`config.mk`:
```
export PLATFORM = sky130hd
export DESIGN_NAME = bdq_ctrl
export DESIGN_NICKNAME = d
export VERILOG_FILES = /design/src/assert_macros.svh /design/src/bdq_pkg.sv /design/src/bdq_ctrl.sv
export SDC_FILE = /design/constraint.sdc
export NUM_CORES = 1
export LEC_CHECK = 0
export ABC_AREA = 1
export BUFFER_PORTS_ARGS = -buffer_cell sky130_fd_sc_hd__buf_2
export CAP_MARGIN = 10
export CORE_AREA = 2 2 39 41
export CTS_CLUSTER_SIZE = 10
export DETAILED_ROUTE_END_ITERATION = 7
export DIE_AREA = 0 0 41 43
export PLACE_DENSITY = 0.41
export SYNTH_ARGS = -nofsm -noshare
export SYNTH_HDL_FRONTEND = slang
export SYNTH_SLANG_ARGS = --single-unit
```
`constraint.sdc`:
```
create_clock -name clk -period 1.05 [get_ports clk]
set_input_delay 0.0525 -clock clk [delete_from_list [all_inputs] [get_ports clk]]
set_output_delay 0.0525 -clock clk [all_outputs]
set_load 0.05 [all_outputs]
```
`src/assert_macros.svh`:
```
// Assertion macros for the deque RTL.
// No dependencies; define ASSERT_OFF to compile the checks away.
`ifndef ASSERT_MACROS_SVH
`define ASSERT_MACROS_SVH
`ifndef ASSERT_OFF
// Clocked property with a reset that disables the check.
`define ASSERT_CLK(label, clk, rst, prop, msg) \
  label: assert property (@(posedge clk) disable iff (rst) (prop)) else $error(msg);
// Condition that must never hold outside reset.
`define ASSERT_NEVER(label, clk, rst, cond, msg) \
  label: assert property (@(posedge clk) disable iff (rst) !(cond)) else $error(msg);
`else
`define ASSERT_CLK(label, clk, rst, prop, msg)
`define ASSERT_NEVER(label, clk, rst, cond, msg)
`endif
`endif

```
`src/bdq_pkg.sv`:
```
// Shared types, request codes and constants of the bounded deque.
// No dependencies.
package bdq_pkg;

  localparam int DEPTH_DEFAULT      = 1024;
  localparam int DATA_WIDTH_DEFAULT = 32;
  localparam int CAP_W              = 11;
  localparam int REQ_W              = 3;
  localparam int FIELD_W            = 32;

  localparam logic [CAP_W-1:0] CAP_RESET = 11'd1024;

  localparam logic [REQ_W-1:0] REQ_NONE       = 3'd0;
  localparam logic [REQ_W-1:0] REQ_PUSH_FRONT = 3'd1;
  localparam logic [REQ_W-1:0] REQ_PUSH_REAR  = 3'd2;
  localparam logic [REQ_W-1:0] REQ_POP_FRONT  = 3'd3;
  localparam logic [REQ_W-1:0] REQ_POP_REAR   = 3'd4;

  localparam logic signed [FIELD_W-1:0] EMPTY_VALUE = -32'sd1;

  typedef struct packed {
    logic [REQ_W-1:0]          req_type;
    logic signed [FIELD_W-1:0] push_value;
  } bdq_req_t;

  typedef struct packed {
    logic                      accepted;
    logic signed [FIELD_W-1:0] front_value;
    logic signed [FIELD_W-1:0] rear_value;
    logic                      empty_flag;
    logic                      full_flag;
  } bdq_rsp_t;

  typedef enum logic [2:0] {
    ST_IDLE,
    ST_UPDATE,
    ST_RD_FRONT,
    ST_RD_REAR,
    ST_LOAD
  } bdq_state_t;

  typedef struct packed {
    logic latch;
    logic update;
    logic rd_front;
    logic rd_rear;
    logic load;
  } bdq_cmd_t;

  typedef struct packed {
    logic out_free;
  } bdq_sts_t;

endpackage

```
`src/bdq_ctrl.sv`:
```
// Request sequencer of the bounded deque.
// Depends on bdq_pkg (state, command and status types).
module bdq_ctrl (
  input  logic                clk,
  input  logic                rst,
  input  logic                req_valid,
  input  bdq_pkg::bdq_sts_t   sts,
  output logic                req_stall,
  output bdq_pkg::bdq_cmd_t   cmd
);

  bdq_pkg::bdq_state_t state, state_next;

  always_ff @(posedge clk) begin
    if (rst) begin
      state <= bdq_pkg::ST_IDLE;
    end else begin
      state <= state_next;
    end
  end

  always_comb begin
    state_next = state;
    cmd        = '0;
    req_stall  = 1'b1;
    case (state)
      bdq_pkg::ST_IDLE: begin
        req_stall = 1'b0;
        if (req_valid) begin
          cmd.latch  = 1'b1;
          state_next = bdq_pkg::ST_UPDATE;
        end
      end
      bdq_pkg::ST_UPDATE: begin
        cmd.update = 1'b1;
        state_next = bdq_pkg::ST_RD_FRONT;
      end
      bdq_pkg::ST_RD_FRONT: begin
        cmd.rd_front = 1'b1;
        state_next   = bdq_pkg::ST_RD_REAR;
      end
      bdq_pkg::ST_RD_REAR: begin
        cmd.rd_rear = 1'b1;
        state_next  = bdq_pkg::ST_LOAD;
      end
      bdq_pkg::ST_LOAD: begin
        // hold until the output register can take the word
        if (sts.out_free) begin
          cmd.load   = 1'b1;
          state_next = bdq_pkg::ST_IDLE;
        end
      end
      default: state_next = bdq_pkg::ST_IDLE;
    endcase
  end

endmodule

```
==> metrics.md <==
| Metric | Value |
|---|---|
| Crit share post-route | 1.019 |
| Post-route ant nets | 0 |
| Hold Fails Final Rpt | 0 |
| # rows | 14 |
| YS warnings | 0 |
| Core area | 1384 um^2 |
| Worst-Skew Late Latency | 0.23 ns |
| GRT overflow | 0 |
| Setup Skew | 0.001579 ns |
| Chip height | 43 um |
| Final worst path period need | 1.070 ns |
| Clk sink count | 3 |
| Via count | 205 |
| Max IR drop VDD | 0.4942 mV |
| Hold Crit Class | in -> reg |
| Worst setup EP type | output pin |
| WS Path Type | reg -> out |
| Worst R2R End | state[0] |
| Post-route design area | 360.3 um^2 |
| Filler cells | 163 |
| Worst-margin pin slew | 0.1297 ns |
| Largest area contributor in the netlist | dfxtp_1 |
| # diodes | 0 |
| Worst Setup Start Kind | flop |
| Number of remaining DRC errors | 0 |
| Fin nets | 47 |
| Max_cap viols | 0 |
| Area delta synth->final | 107.2% |
| Synth Register Bits | 3 |
| Reg-to-Reg Start | state[1] |
| Hold WS | 0.1174 ns |
| R2r setup slk | 0.17 ns |
| P_leak | 0.1835 nW |
| Port-buffer cells | 9 |
| Vias in the first global route | 205 |
| Clock root cell | clkbuf_4 |
| Most instantiated cells after synthesis | 8 x inv_1, 5 x nand2_1, 4 x nor2_1, 3 x dfxtp_1, 3 x nand3_1 |
| Final HPWL DP | 330.2 um |
| Reg2Reg Depth | 5 |
| Hold_sp | sts |
| Violated checks | negative setup slack |
| Routed WL per cell | 7.241 um |
| Via-to-Cell Ratio | 3.534 |
| TritonCTS clock tree | yes |
| Clock Path Buffers | 2 |
| Post-Synthesis Cells | 27 |
| Top flop regs | state: 3 flops |
| First-pass GRT wire length | 669 um |
| Most flops, register | state |
| GPL Wtd Cong | 0.6910 |
| Pin count of the biggest net entering global routing | 5 |
| TritonCTS buffer count | 3 |
| P per Cell Area | 1738 nW/um^2 |
| Total nets after synthesis | 31 |
| DRT iter0 DRCs | 2 |
| Overall power | 0.0006263 W |
| Req. time, crit path | 1.00 ns |
| Placed inst area | 251.5 um^2 |
| CTS H-tree depth | 1 |
| Layout cells sized above 1 | 0.6190 |
| Largest cells by area after synthesis | dfxtp_1 35%, inv_1 17%, nand2_1 11% |
| Mapped Area | 173.9 um^2 |
| RSZ-0062 raised after global routing | true |
| Max reg flops | 3 |
| Final setup violation count | 3 |
| Synth async-reset ratio | 0 |
| Gr usage total | 0.06513 |
| Top-area cell type share of the netlist area | 0.3453 |
| Hold path cells | 4 |
| Boundary Pins | 10 |
| Count of unique library cells instantiated by Yosys | 9 |
| Status | finished, violations left |
| Routed WL | 420 um |
| DIE WIDTH | 41 um |
| Drt pass-1 iters | 3 |
| CP arrival | 1.02 ns |
| Final worst-path setup slack | -0.01980 ns |
| Fmax | 934.8 MHz |
| Ys flop type | dfxtp_1 |
| Clock transition at the registers of the reported paths | 0.04 ns |
| Most numerous cell in the Yosys netlist | inv_1 |
| Starting Density | 0.1257 |
| Slew HR | 0.9133 |
| Initial antenna violation count | 0 |
| Pins Over Slew Limit | 0 |
| DIE AREA | 1763 um^2 |
| Number of synthesized flops with an enable pin | 0 |
| Hold EP | state[2] |
| CP max FO | 4 |
| Post-synthesis sequential area ratio | 0.3453 |
| Avg Cell Area, Syn | 6.441 um^2 |
-- cells in the final DEF (no fill, tap or decap), types with 2 or more instances in the layout --
| cell type | netlist | routed |
|---|---|---|
| inv_1 | 8 | 6 |
| nand2_1 | 5 | 4 |
| nor2_4 | 1 | 3 |
| clkbuf_4 | 0 | 3 |
| buf_2 | 0 | 3 |
| buf_6 | 0 | 3 |
| nand3_1 | 3 | 2 |
| nand3_2 | 1 | 2 |
| buf_8 | 0 | 2 |
| buf_4 | 0 | 2 |
| dfxtp_4 | 0 | 2 |
-- per-layer routing --
layer / global-route usage / vias up / part of all wire
li1: - / 109 / -
met2: 0.08438 / 5 / 0.53
met1: 0.05431 / 91 / 0.42
met4: 0.1000 / 0 / 0
met3: 0.03141 / 0 / 0.045
met5: 0 / - / 0
-- area by class of cell --
class                   instances  area [um^2]  share of cell area
multi-input cells              16        108.9              0.3021
repair buffers                 11        103.9              0.2882
flip-flops and latches          3        68.82              0.1910
inverters                       8        32.53             0.09028
clock buffers                   4        26.28             0.07292
well taps                      16        20.02             0.05556
-- cells by family after synthesis --
| logic type | count (synthesis) | share of synthesized area |
|---|---|---|
| compound gates | 2 | 0.07912 |
| buf+inv | 8 | 0.1727 |
| flops | 3 | 0.3453 |
| simple gates | 14 | 0.4028 |
-- timing repair --
action / in CTS / in global routing
setup buffers: 1 / 0
setup endpoints to repair: 6 / 6
hold buffers: 1 / 0
hold endpoints to repair: 1 / 0
resized for setup: 17 / 7
pin swaps: 3 / 3
-- how the worst max path moves through the flow --
stage	startpoint	end	slack (ns)
3_5_place_dp	state[1]	cmd[4]	0.07
6_report	state[1]	cmd[4]	-0.02
3_3_place_gp	state[1]	cmd[4]	0.08
5_1_grt	state[1]	cmd[4]	-0.09
2_1_floorplan	state[1]	cmd[4]	-0.04
4_1_cts	state[0]	cmd[0]	-0.05
-- worst max-delay path, stage by stage, from the launching register on --
cell and delay [ns]:
dfxtp_2 0.33, nor2_4 0.13, nand2_2 0.08, nor2_4 0.09, buf_8 0.15
-- power by group --
part	switching [W]	total, W	internal (W)
sequential	0.0000214	0.000149	0.000128
combinational	0.000168	0.000274	0.000105
clock	0.0000607	0.000203	0.000142
-- stage by stage --
stage | setup WS [ns] | utilization | cells | setup TNS (ns)
2_1_floorplan | -0.04379 | - | 27 | -0.04379
5_1_grt | -0.08744 | 0.2604 | 58 | -0.3007
3_5_place_dp | 0.06556 | 0.1817 | 52 | 0
6_report | -0.01980 | 0.2604 | 58 | -0.05864
4_1_cts | -0.05450 | 0.2441 | 58 | -0.1822
3_3_place_gp | 0.08393 | 0.1817 | 52 | 0
(Power assumes the default switching activity.)
